[src/rtl/x86alu_pkg.sv]
// Package with operation codes, states and helper functions for the ALU unit.
`timescale 1ns / 1ps
`default_nettype none
package x86alu_pkg;
    localparam int DataWidth = 16;
    localparam int StepCount = 16;

    typedef enum logic [4:0] {
        OP_ADD = 5'd0, OP_SUB = 5'd1, OP_CMP = 5'd2, OP_INC = 5'd3, OP_DEC = 5'd4,
        OP_AND = 5'd5, OP_OR = 5'd6, OP_XOR = 5'd7, OP_NOT = 5'd8, OP_NEG = 5'd9,
        OP_SHL = 5'd10, OP_SHR = 5'd11, OP_MUL = 5'd12, OP_IMUL = 5'd13,
        OP_DIV = 5'd14, OP_IDIV = 5'd15, OP_JMP = 5'd16, OP_JE = 5'd17,
        OP_JNE = 5'd18, OP_JG = 5'd19, OP_JGE = 5'd20, OP_JL = 5'd21, OP_JLE = 5'd22
    } op_t;

    typedef enum logic [1:0] {
        FAULT_NONE = 2'd0, FAULT_ZERO = 2'd1, FAULT_RANGE = 2'd2
    } fault_t;

    typedef enum logic [2:0] {
        ST_IDLE, ST_ITER, ST_FIX, ST_DONE
    } state_t;

    typedef struct packed {
        logic pf;
        logic af;
        logic of;
        logic sf;
        logic zf;
        logic cf;
    } flags_t;

    typedef struct packed {
        logic start;
        logic is_div;
        logic busy;
        logic done;
    } iter_ctl_t;

    function automatic logic parity_even(input logic [7:0] v);
        return ~(^v);
    endfunction
endpackage
`default_nettype wire

[src/rtl/x86alu_iter.sv]
// Shared shift-add multiplier and restoring divider on unsigned magnitudes.
`timescale 1ns / 1ps
`default_nettype none
module x86alu_iter
    import x86alu_pkg::*;
(
    input  wire logic                      aclk,
    input  wire logic                      aresetn,
    input  wire iter_ctl_t                 ctl_in,
    input  wire logic [2*DataWidth-1:0]    op_a,
    input  wire logic [DataWidth-1:0]      op_b,
    output iter_ctl_t                      ctl_out,
    output logic [2*DataWidth-1:0]         acc,
    output logic [DataWidth:0]             rem
);
    localparam int CntW = $clog2(StepCount + 1);
    logic [CntW-1:0]          cnt_reg, cnt_next;
    logic [2*DataWidth-1:0]   acc_reg, acc_next;
    logic [DataWidth:0]       rem_reg, rem_next;
    logic [DataWidth-1:0]     b_reg, b_next;
    logic                     div_reg, div_next;
    logic [DataWidth+1:0]     trial;

    always_ff @(posedge aclk) begin
        if (!aresetn) begin
            cnt_reg <= '0;
        end else begin
            cnt_reg <= cnt_next;
        end
        acc_reg <= acc_next;
        rem_reg <= rem_next;
        b_reg   <= b_next;
        div_reg <= div_next;
    end

    always_comb begin
        cnt_next = cnt_reg;
        acc_next = acc_reg;
        rem_next = rem_reg;
        b_next   = b_reg;
        div_next = div_reg;
        trial    = '0;
        if (ctl_in.start) begin
            cnt_next = CntW'(StepCount);
            acc_next = ctl_in.is_div ? op_a : {{DataWidth{1'b0}}, op_a[DataWidth-1:0]};
            rem_next = ctl_in.is_div ? {1'b0, op_a[2*DataWidth-1:DataWidth]} : '0;
            b_next   = op_b;
            div_next = ctl_in.is_div;
        end else if (cnt_reg != '0) begin
            cnt_next = cnt_reg - 1'b1;
            if (div_reg) begin
                trial = {rem_reg, acc_reg[DataWidth-1]} - {2'b00, b_reg};
                if (!trial[DataWidth+1]) begin
                    rem_next = trial[DataWidth:0];
                    acc_next = {acc_reg[2*DataWidth-1:DataWidth],
                                acc_reg[DataWidth-2:0], 1'b1};
                end else begin
                    rem_next = {rem_reg[DataWidth-1:0], acc_reg[DataWidth-1]};
                    acc_next = {acc_reg[2*DataWidth-1:DataWidth],
                                acc_reg[DataWidth-2:0], 1'b0};
                end
            end else begin
                trial = {2'b00, acc_reg[2*DataWidth-1:DataWidth]}
                      + (acc_reg[0] ? {2'b00, b_reg} : '0);
                acc_next = {trial[DataWidth:0], acc_reg[DataWidth-1:1]};
            end
        end
    end

    assign acc = acc_reg;
    assign rem = rem_reg;
    always_comb begin
        ctl_out        = '0;
        ctl_out.is_div = div_reg;
        ctl_out.busy   = cnt_reg != '0;
        ctl_out.done   = cnt_reg == CntW'(1);
    end

    a_start_loads: assert property (@(posedge aclk) disable iff (!aresetn)
        ctl_in.start |=> cnt_reg == CntW'(StepCount)) else $error("count not loaded");
    a_count_down: assert property (@(posedge aclk) disable iff (!aresetn)
        (cnt_reg != '0 && !ctl_in.start) |=> cnt_reg == $past(cnt_reg) - 1'b1)
        else $error("count did not step");
    a_rem_bound: assert property (@(posedge aclk) disable iff (!aresetn)
        (div_reg && cnt_reg == '0 && !ctl_in.start && $past(cnt_reg) == CntW'(1)
         && acc_reg[2*DataWidth-1:DataWidth] < b_reg)
        |-> rem_reg < {1'b0, b_reg}) else $error("remainder not below divisor");
endmodule
`default_nettype wire

[src/rtl/x86_16bit_alu_with_flags_unit.sv]
// Top level of the 16-bit ALU unit with its flag register and sequencer.
//
// Channel  Direction  tdata fields (low bit up)                        tuser
// s_axis   in         kind[4:0] dest[20:5] src[36:21] high[52:37]      none
// m_axis   out        see m_tdata port comment                         none
//
// Simple operations go from accept through the fix-up state to the result; MUL, IMUL, DIV
// and IDIV first load and run the 16 steps of the shared multiply/divide unit, then fix up.
// Reset clears the flags to zero and returns the sequencer to idle.
// s_tready is low while an item is in work or its result waits on m_tready.
`timescale 1ns / 1ps
`default_nettype none
module x86_16bit_alu_with_flags_unit
    import x86alu_pkg::*;
(
    input  wire logic        aclk,
    input  wire logic        aresetn,
    input  wire logic        s_tvalid,
    output logic             s_tready,
    input  wire logic [55:0] s_tdata,  // kind, dest_value, src_value, high_value
    output logic             m_tvalid,
    input  wire logic        m_tready,
    output logic [47:0] m_tdata  // result_low, result_high, write_low, write_high,
                                 // branch_taken, fault, carry, zero, sign, overflow,
                                 // aux, parity
);
    localparam int W = DataWidth;
    state_t state_reg, state_next;
    flags_t flags_reg, flags_next;
    op_t    op_reg, op_next;
    logic [W-1:0] d_reg, d_next, s_reg, s_next, h_reg, h_next;
    logic [W-1:0] lo_reg, lo_next, hi_reg, hi_next;
    logic wl_reg, wl_next, wh_reg, wh_next, br_reg, br_next;
    fault_t fault_reg, fault_next;
    logic nneg_reg, nneg_next, sneg_reg, sneg_next;

    iter_ctl_t ictl, istat;
    logic [2*W-1:0] ia, iacc;
    logic [W-1:0] ib;
    logic [W:0] irem;

    x86alu_iter u_iter (
        .aclk(aclk), .aresetn(aresetn), .ctl_in(ictl), .op_a(ia), .op_b(ib),
        .ctl_out(istat), .acc(iacc), .rem(irem)
    );

    always_ff @(posedge aclk) begin
        if (!aresetn) begin
            state_reg <= ST_IDLE;
            flags_reg <= '0;
        end else begin
            state_reg <= state_next;
            flags_reg <= flags_next;
        end
        op_reg <= op_next; d_reg <= d_next; s_reg <= s_next; h_reg <= h_next;
        lo_reg <= lo_next; hi_reg <= hi_next; wl_reg <= wl_next; wh_reg <= wh_next;
        br_reg <= br_next; fault_reg <= fault_next;
        nneg_reg <= nneg_next; sneg_reg <= sneg_next;
    end

    logic [W:0] sum;
    logic [W-1:0] r, ad, as_, qm, rm;
    logic [2*W-1:0] nmag, prod;
    logic sub_op, ov, qneg;

    // The iteration keeps the high dividend word in the upper accumulator half.
    function automatic logic [W-1:0] ib_mag(input logic [W-1:0] v, input logic neg);
        return neg ? -v : v;
    endfunction

    always_comb begin
        state_next = state_reg; flags_next = flags_reg;
        op_next = op_reg; d_next = d_reg; s_next = s_reg; h_next = h_reg;
        lo_next = lo_reg; hi_next = hi_reg; wl_next = wl_reg; wh_next = wh_reg;
        br_next = br_reg; fault_next = fault_reg;
        nneg_next = nneg_reg; sneg_next = sneg_reg;
        ictl = '0; ia = '0; ib = '0;
        sum = '0; r = '0; ad = '0; as_ = '0; sub_op = 1'b0;
        nmag = '0; prod = '0; ov = 1'b0; qneg = 1'b0; qm = '0; rm = '0;
        s_tready = state_reg == ST_IDLE;
        m_tvalid = state_reg == ST_DONE;
        unique case (state_reg)
            ST_IDLE: begin
                if (s_tvalid) begin
                    op_next = op_t'(s_tdata[4:0]);
                    d_next = s_tdata[20:5]; s_next = s_tdata[36:21];
                    h_next = s_tdata[52:37];
                    state_next = ST_FIX;
                    if (s_tdata[4:0] >= OP_MUL && s_tdata[4:0] <= OP_IDIV) begin
                        state_next = ST_ITER;
                        ictl.start = 1'b1;
                        ictl.is_div = s_tdata[4:0] >= OP_DIV;
                        nneg_next = s_tdata[4:0] != OP_MUL && s_tdata[4:0] != OP_DIV
                                    && (s_tdata[4:0] == OP_IMUL ? s_tdata[20] : s_tdata[52]);
                        sneg_next = s_tdata[4:0] != OP_MUL && s_tdata[4:0] != OP_DIV
                                    && s_tdata[36];
                        nmag = {s_tdata[52:37], s_tdata[20:5]};
                        if (s_tdata[4:0] == OP_IMUL) begin
                            ia = {{W{1'b0}}, s_tdata[20] ? -s_tdata[20:5] : s_tdata[20:5]};
                        end else if (s_tdata[4:0] == OP_IDIV && s_tdata[52]) begin
                            ia = -nmag;
                        end else if (s_tdata[4:0] == OP_MUL) begin
                            ia = {{W{1'b0}}, s_tdata[20:5]};
                        end else begin
                            ia = nmag;
                        end
                        ib = (s_tdata[4:0] != OP_MUL && s_tdata[4:0] != OP_DIV
                              && s_tdata[36]) ? -s_tdata[36:21] : s_tdata[36:21];
                    end
                end
            end
            ST_ITER: begin
                if (istat.done) state_next = ST_FIX;
            end
            ST_FIX: begin
                state_next = ST_DONE;
                lo_next = '0; hi_next = '0; wl_next = 1'b0; wh_next = 1'b0;
                br_next = 1'b0; fault_next = FAULT_NONE;
                ad = d_reg; as_ = s_reg;
                if (op_reg == OP_INC || op_reg == OP_DEC) as_ = 16'h0001;
                if (op_reg == OP_NEG) begin ad = '0; as_ = d_reg; end
                sub_op = op_reg == OP_SUB || op_reg == OP_CMP || op_reg == OP_DEC
                         || op_reg == OP_NEG;
                sum = sub_op ? {1'b0, ad} - {1'b0, as_} : {1'b0, ad} + {1'b0, as_};
                r = sum[W-1:0];
                unique case (op_reg)
                    OP_ADD, OP_SUB, OP_CMP, OP_INC, OP_DEC, OP_NEG: begin
                        lo_next = r;
                        wl_next = op_reg != OP_CMP;
                        if (op_reg != OP_INC && op_reg != OP_DEC) flags_next.cf = sum[W];
                        flags_next.of = sub_op ? ((ad[W-1] ^ as_[W-1]) & (ad[W-1] ^ r[W-1]))
                                        : (~(ad[W-1] ^ as_[W-1]) & (ad[W-1] ^ r[W-1]));
                        flags_next.af = ad[4] ^ as_[4] ^ r[4];
                        flags_next.zf = r == '0; flags_next.sf = r[W-1];
                        flags_next.pf = parity_even(r[7:0]);
                    end
                    OP_AND, OP_OR, OP_XOR: begin
                        r = op_reg == OP_AND ? d_reg & s_reg
                          : op_reg == OP_OR ? d_reg | s_reg : d_reg ^ s_reg;
                        lo_next = r; wl_next = 1'b1;
                        flags_next.cf = 1'b0; flags_next.of = 1'b0; flags_next.af = 1'b0;
                        flags_next.zf = r == '0; flags_next.sf = r[W-1];
                        flags_next.pf = parity_even(r[7:0]);
                    end
                    OP_NOT: begin lo_next = ~d_reg; wl_next = 1'b1; end
                    OP_SHL, OP_SHR: begin
                        r = op_reg == OP_SHL ? {d_reg[W-2:0], 1'b0} : {1'b0, d_reg[W-1:1]};
                        lo_next = r; wl_next = 1'b1;
                        flags_next.cf = op_reg == OP_SHL ? d_reg[W-1] : d_reg[0];
                        flags_next.of = op_reg == OP_SHL ? d_reg[W-1] ^ r[W-1] : d_reg[W-1];
                        flags_next.zf = r == '0; flags_next.sf = r[W-1];
                        flags_next.pf = parity_even(r[7:0]);
                    end
                    OP_MUL, OP_IMUL: begin
                        qneg = op_reg == OP_IMUL && (nneg_reg ^ sneg_reg);
                        prod = qneg ? -iacc : iacc;
                        ov = op_reg == OP_IMUL ? prod[2*W-1:W] != {W{prod[W-1]}}
                                               : prod[2*W-1:W] != '0;
                        lo_next = prod[W-1:0]; hi_next = prod[2*W-1:W];
                        wl_next = 1'b1; wh_next = 1'b1;
                        flags_next.cf = ov; flags_next.of = ov;
                        flags_next.zf = prod == '0; flags_next.sf = prod[2*W-1];
                        flags_next.pf = parity_even(prod[7:0]);
                    end
                    OP_DIV, OP_IDIV: begin
                        qneg = nneg_reg ^ sneg_reg;
                        qm = iacc[W-1:0]; rm = irem[W-1:0];
                        if (s_reg == '0) begin
                            fault_next = FAULT_ZERO;
                        end else if (op_reg == OP_DIV ? h_reg >= s_reg
                                   : (iacc[2*W-1:W] >= ib_mag(s_reg, sneg_reg)
                                      || (qneg ? qm > 16'h8000 : qm[W-1]))) begin
                            fault_next = FAULT_RANGE;
                        end else begin
                            lo_next = qneg ? -qm : qm;
                            hi_next = nneg_reg ? -rm : rm;
                            wl_next = 1'b1; wh_next = 1'b1;
                            flags_next.cf = 1'b0; flags_next.of = 1'b0;
                            flags_next.zf = lo_next == '0; flags_next.sf = lo_next[W-1];
                            flags_next.pf = parity_even(lo_next[7:0]);
                        end
                    end
                    OP_JMP: br_next = 1'b1;
                    OP_JE:  br_next = flags_reg.zf;
                    OP_JNE: br_next = ~flags_reg.zf;
                    OP_JG:  br_next = ~flags_reg.zf & (flags_reg.sf == flags_reg.of);
                    OP_JGE: br_next = flags_reg.sf == flags_reg.of;
                    OP_JL:  br_next = flags_reg.sf != flags_reg.of;
                    OP_JLE: br_next = flags_reg.zf | (flags_reg.sf != flags_reg.of);
                    default: ;
                endcase
            end
            ST_DONE: begin
                if (m_tready) state_next = ST_IDLE;
            end
            default: state_next = ST_IDLE;
        endcase
    end

    assign m_tdata = {5'd0, flags_reg.pf, flags_reg.af, flags_reg.of, flags_reg.sf,
                      flags_reg.zf, flags_reg.cf, fault_reg, br_reg, wh_reg, wl_reg,
                      hi_reg, lo_reg};

    a_no_both: assert property (@(posedge aclk) disable iff (!aresetn)
        !(s_tready && m_tvalid)) else $error("ready while result pending");
    a_fault_nowrite: assert property (@(posedge aclk) disable iff (!aresetn)
        (m_tvalid && fault_reg != FAULT_NONE) |-> !wl_reg && !wh_reg)
        else $error("write on fault");
    a_flags_hold: assert property (@(posedge aclk) disable iff (!aresetn)
        (state_reg == ST_ITER || state_reg == ST_DONE) |=> $stable(flags_reg) ||
        $past(state_reg) == ST_FIX) else $error("flags changed outside fix-up");
endmodule
`default_nettype wire
[config.mk]
export PLATFORM = sky130hd
export DESIGN_NAME = x86_16bit_alu_with_flags_unit
export DESIGN_NICKNAME = d
export VERILOG_FILES = /design/src/rtl/x86alu_pkg.sv /design/src/rtl/x86alu_iter.sv /design/src/rtl/x86_16bit_alu_with_flags_unit.sv
export SDC_FILE = /design/constraint.sdc
export NUM_CORES = 1
export LEC_CHECK = 0
export BUFFER_PORTS_ARGS = -buffer_cell sky130_fd_sc_hd__clkbuf_2
export CORE_MARGIN = 4
export CORE_UTILIZATION = 50
export DETAILED_ROUTE_END_ITERATION = 10
export GPL_TIMING_DRIVEN = 0
export HOLD_SLACK_MARGIN = 0.06
export PLACE_DENSITY = 0.68
export SLEW_MARGIN = 10
export SYNTH_ARGS = -nofsm -noshare
export SYNTH_HDL_FRONTEND = slang
export SYNTH_SLANG_ARGS = --single-unit
[constraint.sdc]
create_clock -name aclk -period 6.79 [get_ports aclk]
set_input_delay 0.679 -clock aclk [delete_from_list [all_inputs] [get_ports aclk]]
set_output_delay 0.679 -clock aclk [all_outputs]
set_load 0.1 [all_outputs]
Word-level counts from Yosys, hierarchy flattened
Cells that the tools add are included.
{ "word_totals": {"inputBits": 60, "word_cells": 229, "memories": 0, "latch_bits": 0, "regBits": 172, "ram_bits": 0, "mem_bits_ro": 0} }
{ "classes": {"mux": 70, "div_mod_pow": 0, "bitwise": 23, "reduce_logical": 47, "order_cmp": 6, "n_shift": 0, "n_eq_ne": 44, "n_addsub": 12, "mul": 0} }
{ "ops": {"columns": ["operator", "count"], "rows": [
  ["2-to-1 mux 32 bit", 11],
  ["2-to-1 mux 16 bit", 19],
  ["case mux 16 bit (6 select lines)", 1],
  ["2-to-1 mux 17 bit", 5],
  ["zero test 16 bit", 5],
  ["negation 16 bit", 5],
  ["negation 32 bit", 2],
  ["equality test 5 x 4 -> 1 bit, second input constant", 11],
  ["XOR reduction 8 bit", 5],
  ["equality test 5 bit, second input constant", 7],
  [">= comparator 16 bit", 2],
  ["zero test 32 bit", 1],
  ["case mux 16 bit (2 select lines)", 1],
  ["equality test 5 x 3 -> 1 bit, second input constant", 4],
  ["case mux 4 bit (5 select lines)", 1],
  ["subtractor 18 x 16 -> 18 bit", 1],
  ["adder 16 x 16 -> 17 bit", 1],
  ["adder 16 x 17 -> 17 bit", 1],
  ["subtractor 16 x 16 -> 17 bit", 1],
  ["AND 16 bit", 1],
  ["> comparator 16 bit, second input constant", 1],
  ["!= test 16 bit", 1],
  ["NOT 16 bit", 1],
  ["OR 16 bit", 1],
  ["44 further kinds", 113]
]} }

Depth between registers and ports, before layout
{ "depth": {"depth_word": 11, "ltp_mapped": 23} }

By module
From an unflattened synthesis, not the netlist that was laid out.
{ "hier_totals": {"hier_cells": 1908, "hier_area_um2": 16284.4} }
{ "modules_own_cells": {"columns": ["mod", "cells_each", "instances", "area_per_inst_um2"], "rows": [
  ["x86_16bit_alu_with_flags_unit", 1421, 1, 11486.0],
  ["x86alu_iter", 487, 1, 4798.4]
]} }

Least setup slack after synthesis
No wires, ideal clock.
{ "synth_timing": {"kind": "register to register", "from": "reg state_reg[1]", "to": "reg u_iter.rem_reg[0] (netlist: u_iter.rem[0]) (enable)", "path_stages_with_launch": 9, "t_arrival_ns": 4.576, "n_path_buf": 1, "setup_slack_ns": 1.818, "cell_sequence": "dfxtp_1 inv_1 ha_1 and2_1 nand2_1 clkinv_1 clkbuf_1 nor2_1 a21oi_1"} }
{ "synth_via": {"elab_chain_len": 4, "word_cells_on_any_way": 5, "classes_between": "mux: 1; reduce/logical: 4"} }
{ "synth_lines": {"columns": ["item", "line", "rtl"], "rows": [
  ["from (decl)", "x86_16bit_alu_with_flags_unit.sv:28", "state_t state_reg, state_next;"],
  ["from (signal assigned)", "x86_16bit_alu_with_flags_unit.sv:52", "state_reg <= state_next;"],
  ["zero test 3 bit *", null, null],
  ["net s_tready", "x86_16bit_alu_with_flags_unit.sv:19", "output logic s_tready,"],
  ["2-to-1 mux 2 bit *", "x86_16bit_alu_with_flags_unit.sv:82", "unique case (state_reg)"],
  ["nonzero test 2 bit (no source line)", null, null],
  ["AND reduction 2 bit (no source line) *", null, null],
  ["to (signal assigned)", "x86alu_iter.sv:31", "rem_reg <= rem_next;"],
  ["to (decl)", "x86alu_iter.sv:19", "logic [DataWidth:0] rem_reg, rem_next;"]
]} }
The timed path passes the listed nets; every way through them passes the cells marked *.
A chain may end at the register's enable or synchronous reset.

Worst setup path in the final report
{ "layout_timing": {"from": "reg op_reg[2]", "to": "reg flags_reg, in the netlist m_tdata[38]"} }
{ "layout_via": {"elab_chain_len": 9, "word_cells_on_any_way": 47, "classes_between": "add/sub: 2; eq/ne: 16; mux: 12; reduce/logical: 17"} }
{ "layout_lines": {"columns": ["item", "line", "rtl"], "rows": [
  ["from (decl)", "x86_16bit_alu_with_flags_unit.sv:30", "op_t op_reg, op_next;"],
  ["from (signal assigned)", "x86_16bit_alu_with_flags_unit.sv:55", "op_reg <= op_next; d_reg <= d_next; s_reg <= s_next; h_reg <= h_next;"],
  ["equality test 5 x 2 -> 1 bit / equality test 5 x 3 -> 1 bit (equally long branches)", "x86_16bit_alu_with_flags_unit.sv:120, x86_16bit_alu_with_flags_unit.sv:126, x86_16bit_alu_with_flags_unit.sv:122", null],
  ["logical OR 1 bit", "x86_16bit_alu_with_flags_unit.sv:120", "if (op_reg == OP_INC || op_reg == OP_DEC) as_ = 16'h0001;"],
  ["2-to-1 mux 16 bit", "x86_16bit_alu_with_flags_unit.sv:120", null],
  ["2-to-1 mux 16 bit", "x86_16bit_alu_with_flags_unit.sv:121", "if (op_reg == OP_NEG) begin ad = '0; as_ = d_reg; end"],
  ["2-to-1 mux 16 bit", "x86_16bit_alu_with_flags_unit.sv:82", null],
  ["adder 16 x 16 -> 17 bit / subtractor 16 x 16 -> 17 bit (equally long branches)", "x86_16bit_alu_with_flags_unit.sv:124", "sum = sub_op ? {1'b0, ad} - {1'b0, as_} : {1'b0, ad} + {1'b0, as_};"],
  ["2-to-1 mux 17 bit", "x86_16bit_alu_with_flags_unit.sv:124", null],
  ["zero test 16 bit", "x86_16bit_alu_with_flags_unit.sv:134", "flags_next.zf = r == '0; flags_next.sf = r[W-1];"],
  ["case mux 4 bit (5 select lines)", "x86_16bit_alu_with_flags_unit.sv:126", "unique case (op_reg)"],
  ["to (signal assigned)", "x86_16bit_alu_with_flags_unit.sv:53", "flags_reg <= flags_next;"],
  ["to (decl)", "x86_16bit_alu_with_flags_unit.sv:29", "flags_t flags_reg, flags_next;"]
]} }
Parallel ways exist; a longest one is shown, timed or not. The select of a mux whose other input is x is not followed.

==> flow_summary.ini <==
[clock_tree]
numCtsBuffers = 17
cts.clk_slew.worst_paths_ns = 0.07
cts_buffer_depth = 2
htree_levels = 4
cts_setup_buffers = 0
cts_root_buffer = clkbuf_16
cts_sinks = 171
tritoncts = done
insertion_delay_ns = 0.45
cts_resized = 0
cts_hold_buffers = 0

[worst_hold_path]
hold_start = s_tdata[3]
whs_path_depth = 1
whs_endpoint = op_reg[3]
worstHoldPathType = input pin to register

[global_routing]
grt_max_degree = 38
gr-total-overflow = 0
grtUsageTotal_pct = 31.28
grt_pass1_vias = 14373
antenna_found_initial = 1
grt_pass1_wl_um = 84870

[sta]
worst_slew_pin_slew_ns = 1.107
setup_viol = 0
hold_ws_ns = 0.4214
finalSetupTns_ns = 0
min_period_ns = 6.365
fmax_ghz = 0.1571
fin_skew_ns = 0.01585
slew_viol_final = 0
period_share_pct = 93.75
rsz0062_at_grt = false
timing.final.ws_setup_ns = 0.4247
hold_viol = 0
relSlewSlack_pct = 25.66

[synth]
yosys-mux-area-fraction_pct = 3.276
netlist_area_um2 = 15970
synth_cell_type_count = 89
synth_top_family_by_area = compound AO/OA/AOI/OAI gates
synth_xor_xnor_area_share_pct = 10.25
ys.flop_type = edfxtp_1
synth.ff_latch_count = 171
yosysSeqAreaShare_pct = 31.35
synth_edf_count = 158
syn_inst = 1837
synthAdderAreaFrac_pct = 11.82
avgSynthCellArea_um2 = 8.692
async_flop_share_pct = 0
synth_warnings = 0
synth_compound_area_share_pct = 19.47
yosys.area_share.simple_pct = 18.92

[floorplan]
row_count = 65
start_util_pct = 50.60
die_y_um = 186.7
die_x_um = 186.7
fp.dieArea_um2 = 34860
core-area_um2 = 31560
io_pins = 110

[power]
seq_power_share_pct = 24.5
p_comb_share_pct = 64.9
switchingPower_mw = 4.610
p_leak_nw = 6.957
clkPwrFrac_pct = 10.7
ir_worst_vdd_mv = 0.3155
p_int_mw = 4.159
power_switching_share_pct = 52.57
powerDensity_nw_per_um2 = 498.1
total_power_mw = 8.769

[route]
vias = 15214
wl_um = 56000
drtIter0Drc = 2041
wl_per_cell_um = 23.53
dr.pass1.iters = 6
vias_per_cell = 6.392
remaining_drc_errors = 0
postRouteAntennaNets = 0

[placed_design]
hpwl_um = 45510
preCtsSetupSlack_ns = 0.7269
gp_congestion = 0.9742
port_buffers = 101

[run_status]
status = complete, no violations

[final_layout]
layout.nets = 2174
area_growth_syn_to_layout_pct = 10.26
largest_register_ff_count = 32
n_antenna_cell = 0
final_layout_size_suffix_gt1_share_pct = 9.505

[critical_path]
path_buf_inv = 3
r2r_end = m_tdata[38]
cpPeakStageDelay_ns = 0.89
cp-start-kind = register
crit_family = compound AO/OA/AOI/OAI gates
cp-end-kind = register
required_ns = 7.18
slowest_stage = o41ai_1
r2r_start = op_reg[2]
critical_path.cell_chain = clkbuf_1 -> inv_1 -> a31oi_1 -> or2_2 -> clkbuf_1 -> a22oi_1 -> ha_1 -> nand3_1 -> o21ai_0 -> xnor2_1 -> ha_1 -> o21a_1 -> o2111ai_1 -> a21oi_1 -> o41ai_1 -> nand3_1 -> or4b_2 -> nor4bb_1 -> o31a_1
r2r_slack_ns = 0.42
path_class = register to register
crit_arrival_ns = 6.75
r2r_cells = 19
critPathMaxFanout = 10

[run]
maxCapViolCount = 0
routing by layer:
metal,part of all wire [%],vias up,GRT usage [%]
met5,0.012,-,0
met3,9.7,111,5.275
li1,-,7030,-
met2,44,808,48.33
met1,42,7263,43.99
met4,3.8,2,12.32
cell usage after synthesis (all sizes together) (50+ instances only):
| master | n | area (um^2) |
|---|---|---|
| edfxtp | 158 | 4745 |
| inv | 92 | 345.3 |
| clkbuf | 76 | 286.5 |
| a21oi | 106 | 530.5 |
| nand2 | 134 | 503.0 |
| ha | 146 | 1827 |
| mux2i | 50 | 500.5 |
| xor2 | 71 | 621.9 |
| xnor2 | 115 | 1015 |
| nor3 | 61 | 315.3 |
| nor2 | 198 | 745.7 |
| o21ai | 111 | 555.5 |
power by group through the flow:
stage | logic [mW] | registers, mW | clock network, mW
final | 5.69 | 2.15 | 0.934
after global routing | 6.16 | 2.17 | 0.983
after CTS | 5.60 | 2.13 | 0.941
after detailed placement | 5.58 | 2.15 | 0
after global placement | 5.44 | 2.15 | 0
after floorplan | 3.59 | 2.61 | 0
cells in the final DEF, fill, tap and decap left out, types with 17 or more instances in the layout:
master	instances
ha_1	145
o21ai_0	108
nand2_1	134
a31oi_1	20
clkbuf_16	17
nand4_1	19
a211oi_1	28
o22ai_1	42
nand2b_1	29
or3_1	21
inv_1	92
nor2_1	197
and2_1	18
mux2i_1	50
xor2_1	71
edfxtp_1	158
xnor2_1	114
nand3_1	28
clkbuf_1	76
nor3_1	59
nor4_1	18
o31ai_1	33
a21oi_1	105
clkbuf_2	103
logic make-up (layout without fill, tap and decap cells):
logic type	Yosys count	count (layout)
compound gates	475	475
xor+xnor	186	186
fa+ha+maj	149	149
buf+inv	193	330
flops	171	171
mux	52	52
other cells	1	5
simple gates	610	610
final cells by class:
| class | count | area, um^2 |
|---|---|---|
| Clock inverter | 13 | 102.6 |
| Multi-Input combinational cell | 1477 | 10210 |
| Tap cell | 402 | 503.0 |
| Buffer | 100 | 434.2 |
| Clock buffer | 19 | 432.9 |
| Sequential cell | 171 | 5005 |
| Inverter | 93 | 349.1 |
| Fill cell | 2956 | 13950 |
| Timing Repair Buffer | 105 | 571.8 |
worst max-delay path by stage:
stage	startpoint	to	slack, ns	cells past startpoint
final	op_reg[2]	m_tdata[38]	0.42	19
after global routing	op_reg[2]	m_tdata[38]	0.05	19
after CTS	op_reg[2]	m_tdata[38]	0.65	19
after detailed placement	op_reg[2]	m_tdata[38]	0.73	19
after global placement	s_tvalid	u_iter.rem[15]	0.38	7
after floorplan	state_reg[1]	u_iter.rem[0]	1.82	8
per-stage QoR:
stage	utilization [%]	cell area, um^2	instances
after floorplan	-	15980	1841
after global placement	53.84	16990	2344
after CTS	55.79	17600	2380
after global routing	55.79	17600	2380
after detailed placement	54.09	17070	2348
final	55.79	17600	2380
worst register-to-register path: cells and delay by family (launching register included):
family          cells  cell delay, ns
xor+xnor            1            0.21
simple gates        5            1.45
fa+ha+maj           2            0.59
buf+inv             3            1.04
flops               1            0.48
compound gates      8            2.53
No activity file was read; power rests on OpenSTA's default activity.
